--- src/rtl/grid_maze_dfs_engine_core_assert.svh ---
// Assertion macros used by the back end of the maze search engine.
`ifndef GRID_MAZE_DFS_ENGINE_CORE_ASSERT_SVH
`define GRID_MAZE_DFS_ENGINE_CORE_ASSERT_SVH

// The consequent must hold in the same cycle as the antecedent.
`define GMD_ASSERT_NOW(lbl, ante, cons, msg) \
    lbl: assert property (@(posedge clk) disable iff (!rst_n) (ante) |-> (cons)) \
        else $error(msg);

// The consequent must hold in the cycle after the antecedent.
`define GMD_ASSERT_NEXT(lbl, ante, cons, msg) \
    lbl: assert property (@(posedge clk) disable iff (!rst_n) (ante) |=> (cons)) \
        else $error(msg);

`endif

--- src/rtl/gmd_pkg.sv ---
// Types, codes and direction tables of the maze search engine.
package gmd_pkg;

    localparam logic [1:0] OP_WRITE  = 2'd0;
    localparam logic [1:0] OP_SEARCH = 2'd1;
    localparam logic [1:0] OP_READ   = 2'd2;

    localparam logic [1:0] MARK_WALL = 2'd0;
    localparam logic [1:0] MARK_OPEN = 2'd1;
    localparam logic [1:0] MARK_DEAD = 2'd2;
    localparam logic [1:0] MARK_PATH = 2'd3;

    localparam logic [1:0] STAT_DONE   = 2'd0;
    localparam logic [1:0] STAT_FOUND  = 2'd1;
    localparam logic [1:0] STAT_NOPATH = 2'd2;

    localparam logic [3:0] NUM_DIRS = 4'd8;

    typedef struct packed {
        logic [1:0] op;
        logic [3:0] row;
        logic [3:0] col;
        logic       open;
        logic       in_grid;
    } cmd_t;

    typedef struct packed {
        logic [1:0] status;
        logic [1:0] mark;
        logic [7:0] path_cells;
    } result_t;

    // Row step of each direction, east first and then clockwise, as 5-bit two's complement.
    function automatic logic [4:0] dir_step_row(input logic [2:0] dir);
        logic [4:0] s;
        unique case (dir)
            3'd0, 3'd4:       s = 5'd0;
            3'd1, 3'd2, 3'd3: s = 5'd1;
            default:          s = 5'h1F;
        endcase
        return s;
    endfunction

    function automatic logic [4:0] dir_step_col(input logic [2:0] dir);
        logic [4:0] s;
        unique case (dir)
            3'd2, 3'd6:       s = 5'd0;
            3'd0, 3'd1, 3'd7: s = 5'd1;
            default:          s = 5'h1F;
        endcase
        return s;
    endfunction

endpackage

--- src/rtl/gmd_front.sv ---
// Front end: accepts items, checks the cell range and queues commands.
module gmd_front #(
    parameter int ROWS = 12,
    parameter int COLS = 16
) (
    input  logic           clk,
    input  logic           rst_n,
    input  logic           push,
    output logic           full,
    input  logic [1:0]     op,
    input  logic [3:0]     cell_row,
    input  logic [3:0]     cell_col,
    input  logic           cell_open,
    output logic           cmd_valid,
    output gmd_pkg::cmd_t  cmd,
    input  logic           cmd_pop
);

    gmd_pkg::cmd_t q_mem [2];
    logic       wptr_reg, wptr_next;
    logic       rptr_reg, rptr_next;
    logic [1:0] count_reg, count_next;
    logic       do_push, do_pop;
    gmd_pkg::cmd_t in_cmd;

    always_comb
    begin
        in_cmd.op      = op;
        in_cmd.row     = cell_row;
        in_cmd.col     = cell_col;
        in_cmd.open    = cell_open;
        in_cmd.in_grid = ({1'b0, cell_row} < 5'(ROWS)) && ({1'b0, cell_col} < 5'(COLS));
    end

    assign full      = (count_reg == 2'd2);
    assign cmd_valid = (count_reg != 2'd0);
    assign cmd       = q_mem[rptr_reg];
    assign do_push   = push && !full;
    assign do_pop    = cmd_pop && cmd_valid;

    always_comb
    begin
        wptr_next  = wptr_reg ^ do_push;
        rptr_next  = rptr_reg ^ do_pop;
        count_next = count_reg + {1'b0, do_push} - {1'b0, do_pop};
    end

    always_ff @(posedge clk)
    begin
        if (do_push)
        begin
            q_mem[wptr_reg] <= in_cmd;
        end
    end

    always_ff @(posedge clk or negedge rst_n)
    begin
        if (!rst_n)
        begin
            wptr_reg  <= 1'b0;
            rptr_reg  <= 1'b0;
            count_reg <= 2'd0;
        end
        else
        begin
            wptr_reg  <= wptr_next;
            rptr_reg  <= rptr_next;
            count_reg <= count_next;
        end
    end

endmodule

--- src/rtl/gmd_back.sv ---
// Back end: grid memory, path stack and the depth-first search sequencer.
`include "grid_maze_dfs_engine_core_assert.svh"

module gmd_back #(
    parameter int ROWS        = 12,
    parameter int COLS        = 16,
    parameter int STACK_DEPTH = 192
) (
    input  logic             clk,
    input  logic             rst_n,
    input  logic             cmd_valid,
    input  gmd_pkg::cmd_t    cmd,
    output logic             cmd_pop,
    input  logic [3:0]       start_row,
    input  logic [3:0]       start_col,
    input  logic [3:0]       goal_row,
    input  logic [3:0]       goal_col,
    output logic             res_push,
    output gmd_pkg::result_t res,
    input  logic             res_full
);

    localparam int NCELL = ROWS * COLS;
    localparam int AW    = $clog2(NCELL);
    localparam int SA    = $clog2(STACK_DEPTH);
    localparam int SW    = $clog2(STACK_DEPTH + 1);

    localparam logic [2:0] ST_IDLE   = 3'd0;
    localparam logic [2:0] ST_RDWAIT = 3'd1;
    localparam logic [2:0] ST_PROBE  = 3'd2;
    localparam logic [2:0] ST_CHECK  = 3'd3;
    localparam logic [2:0] ST_POP    = 3'd4;
    localparam logic [2:0] ST_GOAL   = 3'd5;
    localparam logic [2:0] ST_RESULT = 3'd6;

    function automatic logic [AW-1:0] cell_addr(input logic [3:0] r, input logic [3:0] c);
        logic [8:0] a;
        a = {5'd0, r} * 9'(COLS) + {5'd0, c};
        return a[AW-1:0];
    endfunction

    logic [1:0]    grid_mem [NCELL];
    logic [NCELL-1:0] cell_vld_reg;
    logic [11:0]   stack_mem [STACK_DEPTH];

    logic [2:0]    state_reg, state_next;
    logic [3:0]    cur_row_reg, cur_row_next;
    logic [3:0]    cur_col_reg, cur_col_next;
    logic [3:0]    dir_reg, dir_next;
    logic [SW-1:0] depth_reg, depth_next;
    logic [3:0]    nb_row_reg, nb_row_next;
    logic [3:0]    nb_col_reg, nb_col_next;
    gmd_pkg::result_t res_reg, res_next;

    logic          gw_en;
    logic [AW-1:0] gw_addr;
    logic [1:0]    gw_data;
    logic          gr_en;
    logic [AW-1:0] gr_addr;
    logic [1:0]    gr_data_reg;
    logic          gr_vld_reg;
    logic          sw_en;
    logic [SA-1:0] sw_addr;
    logic [11:0]   sw_data;
    logic          sr_en;
    logic [SA-1:0] sr_addr;
    logic [11:0]   sr_data_reg;

    logic [4:0]    nb_row, nb_col;
    logic          nb_inside;
    logic [1:0]    rd_mark;
    logic [SW-1:0] depth_inc;

    assign nb_row    = {1'b0, cur_row_reg} + gmd_pkg::dir_step_row(dir_reg[2:0]);
    assign nb_col    = {1'b0, cur_col_reg} + gmd_pkg::dir_step_col(dir_reg[2:0]);
    assign nb_inside = (nb_row < 5'(ROWS)) && (nb_col < 5'(COLS));
    assign rd_mark   = gr_vld_reg ? gr_data_reg : gmd_pkg::MARK_WALL;
    assign depth_inc = depth_reg + SW'(1);
    assign res       = res_reg;
    assign res_push  = (state_reg == ST_RESULT) && !res_full;

    always_comb
    begin
        state_next   = state_reg;
        cur_row_next = cur_row_reg;
        cur_col_next = cur_col_reg;
        dir_next     = dir_reg;
        depth_next   = depth_reg;
        nb_row_next  = nb_row_reg;
        nb_col_next  = nb_col_reg;
        res_next     = res_reg;
        cmd_pop      = 1'b0;
        gw_en        = 1'b0;
        gw_addr      = cell_addr(cur_row_reg, cur_col_reg);
        gw_data      = gmd_pkg::MARK_WALL;
        gr_en        = 1'b0;
        gr_addr      = cell_addr(nb_row[3:0], nb_col[3:0]);
        sw_en        = 1'b0;
        sw_addr      = depth_reg[SA-1:0];
        sw_data      = {cur_row_reg, cur_col_reg, dir_reg + 4'd1};
        sr_en        = 1'b0;
        sr_addr      = SA'(depth_reg - SW'(1));

        unique case (state_reg)
            ST_IDLE:
            begin
                if (cmd_valid)
                begin
                    cmd_pop  = 1'b1;
                    res_next = '0;
                    state_next = ST_RESULT;
                    if (cmd.op == gmd_pkg::OP_WRITE)
                    begin
                        gw_en   = cmd.in_grid;
                        gw_addr = cell_addr(cmd.row, cmd.col);
                        gw_data = cmd.open ? gmd_pkg::MARK_OPEN : gmd_pkg::MARK_WALL;
                    end
                    else if (cmd.op == gmd_pkg::OP_READ)
                    begin
                        if (cmd.in_grid)
                        begin
                            gr_en      = 1'b1;
                            gr_addr    = cell_addr(cmd.row, cmd.col);
                            state_next = ST_RDWAIT;
                        end
                    end
                    else if (cmd.op == gmd_pkg::OP_SEARCH)
                    begin
                        depth_next = '0;
                        dir_next   = '0;
                        if (({1'b0, start_row} < 5'(ROWS)) && ({1'b0, start_col} < 5'(COLS)))
                        begin
                            cur_row_next = start_row;
                            cur_col_next = start_col;
                            state_next   = ST_PROBE;
                        end
                        else
                        begin
                            res_next.status = gmd_pkg::STAT_NOPATH;
                        end
                    end
                end
            end
            ST_RDWAIT:
            begin
                res_next.mark = rd_mark;
                state_next    = ST_RESULT;
            end
            ST_PROBE:
            begin
                if (dir_reg >= gmd_pkg::NUM_DIRS)
                begin
                    // Every direction tried: dead end; back up, or no path at depth 0.
                    gw_en   = 1'b1;
                    gw_data = gmd_pkg::MARK_DEAD;
                    if (depth_reg == '0)
                    begin
                        res_next.status = gmd_pkg::STAT_NOPATH;
                        state_next      = ST_RESULT;
                    end
                    else
                    begin
                        sr_en      = 1'b1;
                        depth_next = depth_reg - SW'(1);
                        state_next = ST_POP;
                    end
                end
                else if (nb_inside)
                begin
                    gr_en       = 1'b1;
                    nb_row_next = nb_row[3:0];
                    nb_col_next = nb_col[3:0];
                    state_next  = ST_CHECK;
                end
                else
                begin
                    dir_next = dir_reg + 4'd1;
                end
            end
            ST_CHECK:
            begin
                if (rd_mark == gmd_pkg::MARK_OPEN)
                begin
                    gw_en   = 1'b1;
                    gw_data = gmd_pkg::MARK_PATH;
                    if (depth_reg >= SW'(STACK_DEPTH))
                    begin
                        res_next.status = gmd_pkg::STAT_NOPATH;
                        state_next      = ST_RESULT;
                    end
                    else
                    begin
                        sw_en        = 1'b1;
                        depth_next   = depth_inc;
                        cur_row_next = nb_row_reg;
                        cur_col_next = nb_col_reg;
                        dir_next     = '0;
                        if ((nb_row_reg == goal_row) && (nb_col_reg == goal_col))
                        begin
                            res_next.status     = gmd_pkg::STAT_FOUND;
                            res_next.path_cells = 8'(depth_inc);
                            state_next          = ST_GOAL;
                        end
                        else
                        begin
                            state_next = ST_PROBE;
                        end
                    end
                end
                else
                begin
                    dir_next   = dir_reg + 4'd1;
                    state_next = ST_PROBE;
                end
            end
            ST_POP:
            begin
                cur_row_next = sr_data_reg[11:8];
                cur_col_next = sr_data_reg[7:4];
                dir_next     = sr_data_reg[3:0];
                state_next   = ST_PROBE;
            end
            ST_GOAL:
            begin
                gw_en      = 1'b1;
                gw_data    = gmd_pkg::MARK_PATH;
                state_next = ST_RESULT;
            end
            ST_RESULT:
            begin
                if (!res_full)
                begin
                    state_next = ST_IDLE;
                end
            end
            default:
            begin
                state_next = ST_IDLE;
            end
        endcase
    end

    always_ff @(posedge clk)
    begin
        if (gw_en)
        begin
            grid_mem[gw_addr] <= gw_data;
        end
        if (gr_en)
        begin
            gr_data_reg <= grid_mem[gr_addr];
            gr_vld_reg  <= cell_vld_reg[gr_addr];
        end
    end

    always_ff @(posedge clk)
    begin
        if (sw_en)
        begin
            stack_mem[sw_addr] <= sw_data;
        end
        if (sr_en)
        begin
            sr_data_reg <= stack_mem[sr_addr];
        end
    end

    always_ff @(posedge clk or negedge rst_n)
    begin
        if (!rst_n)
        begin
            cell_vld_reg <= '0;
        end
        else if (gw_en)
        begin
            cell_vld_reg[gw_addr] <= 1'b1;
        end
    end

    always_ff @(posedge clk)
    begin
        nb_row_reg <= nb_row_next;
        nb_col_reg <= nb_col_next;
        res_reg    <= res_next;
    end

    always_ff @(posedge clk or negedge rst_n)
    begin
        if (!rst_n)
        begin
            state_reg   <= ST_IDLE;
            cur_row_reg <= '0;
            cur_col_reg <= '0;
            dir_reg     <= '0;
            depth_reg   <= '0;
        end
        else
        begin
            state_reg   <= state_next;
            cur_row_reg <= cur_row_next;
            cur_col_reg <= cur_col_next;
            dir_reg     <= dir_next;
            depth_reg   <= depth_next;
        end
    end

    `GMD_ASSERT_NOW(a_depth_bound, 1'b1, depth_reg <= SW'(STACK_DEPTH), "stack depth overflow")
    `GMD_ASSERT_NOW(a_push_ok, sw_en, depth_reg < SW'(STACK_DEPTH), "push into a full stack")
    `GMD_ASSERT_NEXT(a_pop_next, sr_en, state_reg == ST_POP, "pop data not consumed")
    `GMD_ASSERT_NOW(a_dir_bound, state_reg == ST_CHECK, dir_reg < gmd_pkg::NUM_DIRS,
        "probe direction out of range")

endmodule

--- src/rtl/gmd_outq.sv ---
// Result queue: holds finished results until the consumer pops them.
module gmd_outq (
    input  logic             clk,
    input  logic             rst_n,
    input  logic             res_push,
    input  gmd_pkg::result_t res,
    output logic             res_full,
    output logic             empty,
    input  logic             pop,
    output logic [1:0]       status,
    output logic [1:0]       cell_mark,
    output logic [7:0]       path_cells
);

    gmd_pkg::result_t q_mem [2];
    logic       wptr_reg, wptr_next;
    logic       rptr_reg, rptr_next;
    logic [1:0] count_reg, count_next;
    logic       do_pop;

    assign res_full   = (count_reg == 2'd2);
    assign empty      = (count_reg == 2'd0);
    assign do_pop     = pop && !empty;
    assign status     = q_mem[rptr_reg].status;
    assign cell_mark  = q_mem[rptr_reg].mark;
    assign path_cells = q_mem[rptr_reg].path_cells;

    always_comb
    begin
        wptr_next  = wptr_reg ^ res_push;
        rptr_next  = rptr_reg ^ do_pop;
        count_next = count_reg + {1'b0, res_push} - {1'b0, do_pop};
    end

    always_ff @(posedge clk)
    begin
        if (res_push)
        begin
            q_mem[wptr_reg] <= res;
        end
    end

    always_ff @(posedge clk or negedge rst_n)
    begin
        if (!rst_n)
        begin
            wptr_reg  <= 1'b0;
            rptr_reg  <= 1'b0;
            count_reg <= 2'd0;
        end
        else
        begin
            wptr_reg  <= wptr_next;
            rptr_reg  <= rptr_next;
            count_reg <= count_next;
        end
    end

endmodule

--- src/rtl/grid_maze_dfs_engine_core.sv ---
// Top level of the maze search engine: config registers, front end, engine, result queue.
// A write or unused op goes straight to the result state; an in-grid read awaits its grid read.
// A search reads and checks each in-bounds neighbor, skips off-grid directions
// and marks each dead end, then backs up one level or, at the start, reports no path.
// One item is worked at a time by the engine sequencer; a 2-entry queue on each side.
// Reset is asynchronous: all cells read as wall at once, no clearing pass is needed.
module grid_maze_dfs_engine_core #(
    parameter int ROWS        = 12,
    parameter int COLS        = 16,
    parameter int STACK_DEPTH = 192
) (
    input  logic       clk,
    input  logic       rst_n,
    input  logic       push,
    output logic       full,
    input  logic [1:0] op,
    input  logic [3:0] cell_row,
    input  logic [3:0] cell_col,
    input  logic       cell_open,
    output logic       empty,
    input  logic       pop,
    output logic [1:0] status,
    output logic [1:0] cell_mark,
    output logic [7:0] path_cells,
    input  logic       cfg_we,
    input  logic [1:0] cfg_addr,
    input  logic [3:0] cfg_wdata
);

    localparam logic [1:0] REG_START_ROW = 2'd0;
    localparam logic [1:0] REG_START_COL = 2'd1;
    localparam logic [1:0] REG_GOAL_ROW  = 2'd2;
    localparam logic [1:0] REG_GOAL_COL  = 2'd3;

    logic [3:0] start_row_reg, start_col_reg, goal_row_reg, goal_col_reg;
    logic             cmd_valid, cmd_pop, res_push, res_full;
    gmd_pkg::cmd_t    cmd;
    gmd_pkg::result_t res;

    always_ff @(posedge clk or negedge rst_n)
    begin
        if (!rst_n)
        begin
            start_row_reg <= 4'd0;
            start_col_reg <= 4'd0;
            goal_row_reg  <= 4'd11;
            goal_col_reg  <= 4'd15;
        end
        else if (cfg_we)
        begin
            unique case (cfg_addr)
                REG_START_ROW: start_row_reg <= cfg_wdata;
                REG_START_COL: start_col_reg <= cfg_wdata;
                REG_GOAL_ROW:  goal_row_reg  <= cfg_wdata;
                REG_GOAL_COL:  goal_col_reg  <= cfg_wdata;
                default:       start_row_reg <= start_row_reg;
            endcase
        end
    end

    gmd_front #(.ROWS(ROWS), .COLS(COLS)) u_front (
        .clk       (clk),
        .rst_n     (rst_n),
        .push      (push),
        .full      (full),
        .op        (op),
        .cell_row  (cell_row),
        .cell_col  (cell_col),
        .cell_open (cell_open),
        .cmd_valid (cmd_valid),
        .cmd       (cmd),
        .cmd_pop   (cmd_pop)
    );

    gmd_back #(.ROWS(ROWS), .COLS(COLS), .STACK_DEPTH(STACK_DEPTH)) u_back (
        .clk       (clk),
        .rst_n     (rst_n),
        .cmd_valid (cmd_valid),
        .cmd       (cmd),
        .cmd_pop   (cmd_pop),
        .start_row (start_row_reg),
        .start_col (start_col_reg),
        .goal_row  (goal_row_reg),
        .goal_col  (goal_col_reg),
        .res_push  (res_push),
        .res       (res),
        .res_full  (res_full)
    );

    gmd_outq u_outq (
        .clk        (clk),
        .rst_n      (rst_n),
        .res_push   (res_push),
        .res        (res),
        .res_full   (res_full),
        .empty      (empty),
        .pop        (pop),
        .status     (status),
        .cell_mark  (cell_mark),
        .path_cells (path_cells)
    );

endmodule
--- config.mk ---
export PLATFORM = sky130hd
export DESIGN_NAME = grid_maze_dfs_engine_core
export DESIGN_NICKNAME = d
export VERILOG_FILES = /design/src/rtl/gmd_pkg.sv /design/src/rtl/gmd_front.sv /design/src/rtl/gmd_back.sv /design/src/rtl/gmd_outq.sv /design/src/rtl/grid_maze_dfs_engine_core.sv
export VERILOG_INCLUDE_DIRS = /design/src /design/src/rtl
export SDC_FILE = /design/constraint.sdc
export NUM_CORES = 2
export LEC_CHECK = 0
export BUFFER_PORTS_ARGS = -buffer_cell sky130_fd_sc_hd__buf_2
export CAP_MARGIN = 20
export CORE_MARGIN = 2
export CORE_UTILIZATION = 45
export CTS_CLUSTER_SIZE = 28
export DETAILED_ROUTE_END_ITERATION = 10
export HOLD_SLACK_MARGIN = 0.03
export PLACE_DENSITY = 0.57
export SLEW_MARGIN = 20
export SYNTH_ARGS = -nofsm -noshare
export SYNTH_HDL_FRONTEND = slang
export SYNTH_SLANG_ARGS = --single-unit
export TNS_END_PERCENT = 10
--- constraint.sdc ---
create_clock -name clk -period 22.5 [get_ports clk]
set_clock_uncertainty 0.1 [all_clocks]
set_input_delay 1.125 -clock clk [delete_from_list [all_inputs] [get_ports clk]]
set_output_delay 1.125 -clock clk [all_outputs]
set_load 0.01 [all_outputs]
=== After elaboration in Yosys (flattened, before gate mapping) ===
Memories as Yosys holds them, arrays and structs flattened. A register that Yosys moved wholly into a read port is not among the register bits.
Cells that the tools add are included.

* Div/mod/pow operators: 0
* Shift operators: 0
* Bitwise logic cells: 6
* Mux-type cells: 113
* Reduce and logical (&&, ||, !) cells: 39
* Eq/ne operators: 39
* Order comparisons: 9
* Add/sub/neg operators: 12
* Multiply operators: 0

{| class="wikitable"
|+ Operators with widths
! kind !! count
|-
| bitwise OR 192 bit || 1
|-
| 2-to-1 mux 8 bit || 19
|-
| 2-to-1 mux 4 bit || 22
|-
| 2-to-1 mux 3 bit || 12
|-
| 2-to-1 mux 2 bit || 15
|-
| 2-to-1 mux 1 bit || 29
|-
| adder 8 x 4 -> 8 bit || 3
|-
| case mux 4 bit (3 select lines) || 2
|-
| case mux 8 bit (3 select lines) || 1
|-
| case mux 5 bit (2 select lines) || 2
|-
| equality test 3 bit, second input constant || 6
|-
| < comparator 8 x 9 -> 1 bit, second input constant || 2
|-
| case mux 3 bit (6 select lines) || 1
|-
| != test 2 bit, second input constant || 8
|-
| case mux 4 bit (4 select lines) || 1
|-
| case mux 8 bit (2 select lines) || 1
|-
| AND reduction 8 bit || 2
|-
| equality test 3 x 2 -> 1 bit, second input constant || 4
|-
| 2-to-1 mux 12 bit || 1
|-
| != test 2 x 1 -> 1 bit, second input constant || 6
|-
| adder 4 x 5 -> 5 bit || 2
|-
| equality test 2 bit, second input constant || 5
|-
| AND reduction 2 bit || 5
|-
| AND reduction 9 bit || 1
|-
| 38 further kinds || 67
|}

* Bits in latches: 0
* Bits of input ports: 22
* ROM bits: 0
* Word-level logic and storage cells: 244
* Memories: 4
* RAM bits: 2736
* Register bits: 260

{| class="wikitable"
|+ Memory list
! name !! depth !! width !! read ports !! clocked after Yosys merged registers in !! wr ports !! line !! RTL
|-
| u_back.stack_mem || 192 || 12 || 1 || 1 || 1 || gmd_back.sv:44 || <nowiki>logic [11:0] stack_mem [STACK_DEPTH];</nowiki>
|-
| u_back.grid_mem || 192 || 2 || 1 || 1 || 1 || gmd_back.sv:42 || <nowiki>logic [1:0] grid_mem [NCELL];</nowiki>
|-
| u_front.q_mem || 2 || 12 || 1 || 0 || 1 || gmd_front.sv:19 || <nowiki>gmd_pkg::cmd_t q_mem [2];</nowiki>
|-
| u_outq.q_mem || 2 || 12 || 1 || 0 || 1 || gmd_outq.sv:15 || <nowiki>gmd_pkg::result_t q_mem [2];</nowiki>
|}

=== Longest topological paths before layout ===
* Depth after elaboration: 12
* Gate-level depth with buffers: 18
* Mapped depth without buffers: 16

=== By module ===
From an unflattened synthesis, not the netlist that was laid out.

* Cell total of the unflattened synthesis: 6192
* Area, all modules: 118957.8 um^2

{| class="wikitable"
|+ Modules (own cells, without submodules)
! module !! instances !! seq. area each (um^2) !! cells each !! area each (um^2)
|-
| gmd_back || 1 || 87148.6 || 6043 || 116093.8
|-
| gmd_front || 1 || 820.8 || 58 || 1126.1
|-
| gmd_outq || 1 || 820.8 || 55 || 1109.8
|-
| grid_maze_dfs_engine_core || 1 || 409.1 || 36 || 628.1
|}

=== Worst setup path after synthesis ===
No wires, ideal clock.

* Kind: register to register
* Start point: register u_front.rptr_reg
* End point: memory u_back.grid_mem[0][0] (data pin)
* Setup time: 1.692 ns
* Cell stages (with the launch flop): 8
* Data arrival time: 9.144 ns
* Path slack: 11.564 ns
* Buffers on the path: 4
* Period minus slack after synthesis: 10.936 ns
* Cell sequence: dfrtp_1 buf_6 clkbuf_1 nor3b_1 o21ai_0 clkbuf_1 buf_1 o21ai_0

* Cells in the longest elaborated chain, start to end: 5

{| class="wikitable"
|+ Ends and longest elaborated chain
! item !! line !! RTL
|-
| start: declaration || gmd_front.sv:21 || <nowiki>logic rptr_reg, rptr_next;</nowiki>
|-
| start signal: assignment || gmd_front.sv:67 || <nowiki>rptr_reg <= rptr_next;</nowiki>
|-
| memory (2 x 12 bit) * || n/a ||
|-
| 2-to-1 mux 1 bit / logical NOT 2 bit (equally long branches) || gmd_back.sv:116, gmd_back.sv:112 ||
|-
| 2-to-1 mux 2 bit * || gmd_back.sv:112 || <nowiki>if (cmd.op == gmd_pkg::OP_WRITE)</nowiki>
|-
| 2-to-1 mux 2 bit * || gmd_back.sv:107 || <nowiki>if (cmd_valid)</nowiki>
|-
| case mux 2 bit (4 select lines) * || gmd_back.sv:104 || <nowiki>unique case (state_reg)</nowiki>
|-
| net u_back.gw_data[0] || gmd_back.sv:57 || <nowiki>logic [1:0] gw_data;</nowiki>
|-
| end: declaration || gmd_back.sv:42 ||
|}

Mark *: on every way through the listed nets, which the timed path passes. The rest lies on a longest branch.

=== Final worst setup path ===
* Start point: register u_back.depth_reg[0]
* End point: register u_back.sr_data_reg[1] (read register of u_back.stack_mem) (data pin)

* Cells in the longest elaborated chain, start to end: 4

{| class="wikitable"
|+ Ends and longest elaborated chain
! item !! line !! RTL
|-
| start: declaration || gmd_back.sv:50 || <nowiki>logic [SW-1:0] depth_reg, depth_next;</nowiki>
|-
| start signal: assignment || gmd_back.sv:303 || <nowiki>depth_reg <= depth_next;</nowiki>
|-
| parallel branches: the longest is 4 deep, another holds subtractor 8 x 1 -> 8 bit || n/a ||
|-
| end: declaration || gmd_back.sv:67 || <nowiki>logic [11:0] sr_data_reg;</nowiki>
|}

Parallel ways; which one is timed is not known.
A chain may end at the register's enable or synchronous reset.

==> impl_metrics.env <==
export IMPL_grt_antenna_before_repair=13
export IMPL_endpoint="u_back.sr_data_reg[1]"
export IMPL_nets=6139
export IMPL_worst_path_stages=11
export IMPL_clk_latency_ps=940
export IMPL_largest_reg_flops=2304
export IMPL_num_vias=59800
export IMPL_overflow=0
export IMPL_place_congestion=0.799
export IMPL_synth_ff_latch_count=3010
export IMPL_die_h_um=518
export IMPL_multi_input_area_mm2=0.0284
export IMPL_cts_resized=0
export IMPL_initialDrtViolationCount=7502
export IMPL_cp_top_family="buffers and inverters"
export IMPL_holdBufCountCts=0
export IMPL_reg2reg_depth=11
export IMPL_synth_area_mm2=0.119
export IMPL_maxCapViolations=0
export IMPL_hold_class="in -> async"
export IMPL_finalMaxSlewViolations=0
export IMPL_tightest_slew_ps=1170
export IMPL_grt_total_usage_pct=23.0
export IMPL_synthFlopType="edfxtp_1"
export IMPL_worstPathArrival_ps=7070
export IMPL_postSynthAreaPerCell_um2=20.2
export IMPL_die_area_mm2=0.268
export IMPL_peakVddDrop_v=0.000463
export IMPL_regArea_mm2=0.0892
export IMPL_pwr_share_clk_pct=24.9
export IMPL_regToRegEndpoint="u_back.sr_data_reg[1]"
export IMPL_grt_max_degree=123
export IMPL_hpwlAfterDp_mm=178
export IMPL_fin_area_mm2=0.134
export IMPL_syn_num_nets=5941
export IMPL_async_flop_share_pct=7.94
export IMPL_rows=188
export IMPL_seq_area_frac_synth_pct=75.1
export IMPL_path_clk_slew_ps=70
export IMPL_start_util_pct=45.2
export IMPL_setup_violations=0
export IMPL_p_seq_share_pct=36.2
export IMPL_pwr_share_comb_pct=39.0
export IMPL_portBuffers=35
export IMPL_antenna_left=0
export IMPL_drcViolationCount=0
export IMPL_grt_pass1_vias=60100
export IMPL_placed_area_mm2=0.124
export IMPL_power_per_cell_area_mw_per_mm2=154
export IMPL_path_cells="inv_1 -> ha_4 -> buf_4 -> buf_4 -> mux4_2 -> mux4_2 -> and2_1 -> a211oi_1 -> a31oi_1 -> a21oi_1 -> a21oi_1"
export IMPL_wire_per_inst_um=31.6
export IMPL_timing_final_crit_period_ps=6520
export IMPL_finalCritPeriodShare_pct=29.0
export IMPL_cp_data_required_time_ps=23050
export IMPL_internal_power_mw=13.1
export IMPL_synthToLayoutAreaGrowth_pct=12.9
export IMPL_critPathKind="reg -> reg"
export IMPL_hold_viol=0
export IMPL_cts_htree_levels=5
export IMPL_synth_cells=5892
export IMPL_p_switching_mw=7.53
export IMPL_fmax_mhz=153
export IMPL_cts_sinks=3010
export IMPL_critical_path_buf_inv_count=3
export IMPL_relSlewSlack_pct=21.9
export IMPL_cp_max_fo=64
export IMPL_post_cts_buffers=0
export IMPL_fin_setup_tns_ps=0
export IMPL_cts_buffer_depth=4
export IMPL_max_stage_delay_ps=920
export IMPL_r2r_start="u_back.depth_reg[0]"
export IMPL_outcome="finished, final reports clean"
export IMPL_drive_above_1_share_pct=27.5
export IMPL_cp_slowest_cell="ha_4"
export IMPL_vias_per_cell=6.07
export IMPL_final_fill_count=20900
export IMPL_routed_wl_mm=312
export IMPL_first_pass_iters=7
export IMPL_core_area_mm2=0.263
export IMPL_synth_cell_types=73
export IMPL_grt_pass1_wl_mm=446
export IMPL_crit_start="u_back.depth_reg[0]"
export IMPL_cts_tree="yes"
export IMPL_rrSetupSlack_ps=15980
export IMPL_die_w_um=518
export IMPL_clockRootBuffer="clkbuf_16"
export IMPL_p_leak_nw=42.4
export IMPL_startpoint_type="flop"
export IMPL_ys_warn_count=0
export IMPL_cts_made_buffers=326
export IMPL_end_kind="flop"
export IMPL_synth_edf_count=2771
export IMPL_ioPinCount=36
export IMPL_switching_share_pct=36.5
export IMPL_rsz0062_at_grt="false"
metal layers:
metal | GRT usage (%) | routed length [um] | up-vias | share of wire, %
met4 | 5.82 | 7530 | 2 | 2.4
met2 | 35.6 | 147000 | 2320 | 47
li1 | - | - | 24400 | -
met1 | 34.4 | 136000 | 32600 | 44
met3 | 3.68 | 21600 | 445 | 6.9
met5 | 0 | 13 | - | 0.0042
Yosys cell counts, types with 4 or more instances:
cell type	n	area share [%]
xnor2_1	20	0.15
o21ai_0	31	0.13
dfstp_2	7	0.15
nand2_1	384	1.2
mux4_2	829	16
o211ai_1	4	0.025
o21bai_1	193	1.2
o31ai_1	12	0.076
mux2_2	33	0.31
buf_6	13	0.12
buf_2	54	0.23
mux2i_1	33	0.28
a22oi_1	19	0.12
nor3_1	29	0.12
or3_1	6	0.032
edfxtp_1	2771	70
buf_1	63	0.20
a311oi_1	56	0.41
nand4_1	5	0.026
inv_1	29	0.092
a21oi_1	33	0.14
xor2_1	14	0.10
ha_1	26	0.27
a211oi_1	14	0.088
nor2_1	477	1.5
a21o_1	5	0.032
nor2b_1	8	0.042
nand3_1	84	0.35
nor4_1	15	0.079
dfrtp_1	232	4.9
a31oi_1	32	0.17
nand3b_1	6	0.038
nand2b_1	9	0.047
and2_1	12	0.063
and3_1	42	0.22
clkbuf_1	227	0.72
buf_4	15	0.095
area by class of cell:
| cell class | count | share of cell area [%] |
|---|---|---|
| clock buffer | 401 | 6.45 |
| sequential | 3010 | 66.5 |
| tap | 3515 | 3.28 |
| multi-input combinational | 2479 | 21.2 |
| inverter | 29 | 0.0886 |
| antenna | 4 | 0.00746 |
| clock inverter | 170 | 1.06 |
| timing repair buffer | 244 | 1.38 |
through the flow:
stage                     power [mW]  hold slack, ps  util (%)  setup slack [ps]  cells
final                           20.6            97.7      51.1             15980   9852
after CTS                       20.8             122      51.1             15790   9847
after global routing            21.4             153      51.1             15470   9851
after global placement          15.6             324      47.2             15780   9275
after detailed placement        15.7             329      47.2             15800   9276
after floorplan                 12.8             321         -             11560   5892
how the worst min path moves through the flow:
stage,from,to,slack (ps),cells after the start
3_3_place_gp,u_back.res[0],u_outq.q_mem[0][0],320,0
4_1_cts,rst_n,u_outq.count_reg[1],120,1
3_5_place_dp,u_back.res[4],u_outq.q_mem[1][4],330,0
6_report,rst_n,u_outq.count_reg[1],100,1
5_1_grt,rst_n,u_outq.count_reg[1],150,1
2_1_floorplan,u_back.res[0],u_outq.q_mem[0][0],320,0
logic make-up (layout without fill, tap and decap cells):
logic type                 count (synthesis)  count (layout)  synth area share [%]
DFF                                     3010            3010                  75.1
and+or+nand+nor                         1095            1095                  3.89
muxes                                    900             900                  16.4
AOI/OAI and AO/OA                        423             423                  2.60
buffers and inverters                    403             844                  1.48
xor gates and xnor gates                  34              34                 0.251
adders and majority gates                 27              27                 0.291
other                                      0               4                     0
power by group through the flow:
stage | combinational [mW] | sequential [mW] | clock [mW]
global route | 8.49 | 7.49 | 5.42
CTS | 8.11 | 7.46 | 5.21
detailed placement | 8.09 | 7.57 | 0
finish | 8.04 | 7.46 | 5.14
global placement | 8.04 | 7.56 | 0
floorplan | 5.04 | 7.71 | 0
cells in the final DEF (no fill, tap or decap), types with 31 or more instances in the layout:
cell	Yosys	final
clkinv_2	0	60
a311oi_1	56	56
and3_1	42	42
clkbuf_1	227	61
buf_2	54	34
nand3_1	84	84
nand2_1	384	382
mux2_2	33	33
edfxtp_1	2771	2771
buf_4	15	200
nor2_2	0	129
a31oi_1	32	31
mux4_2	829	829
clkinv_1	0	68
mux2i_1	33	32
clkbuf_16	0	333
a21oi_1	33	31
nor2_1	477	341
dfrtp_1	232	223
o21bai_1	193	193
(Power assumes the default switching activity.)
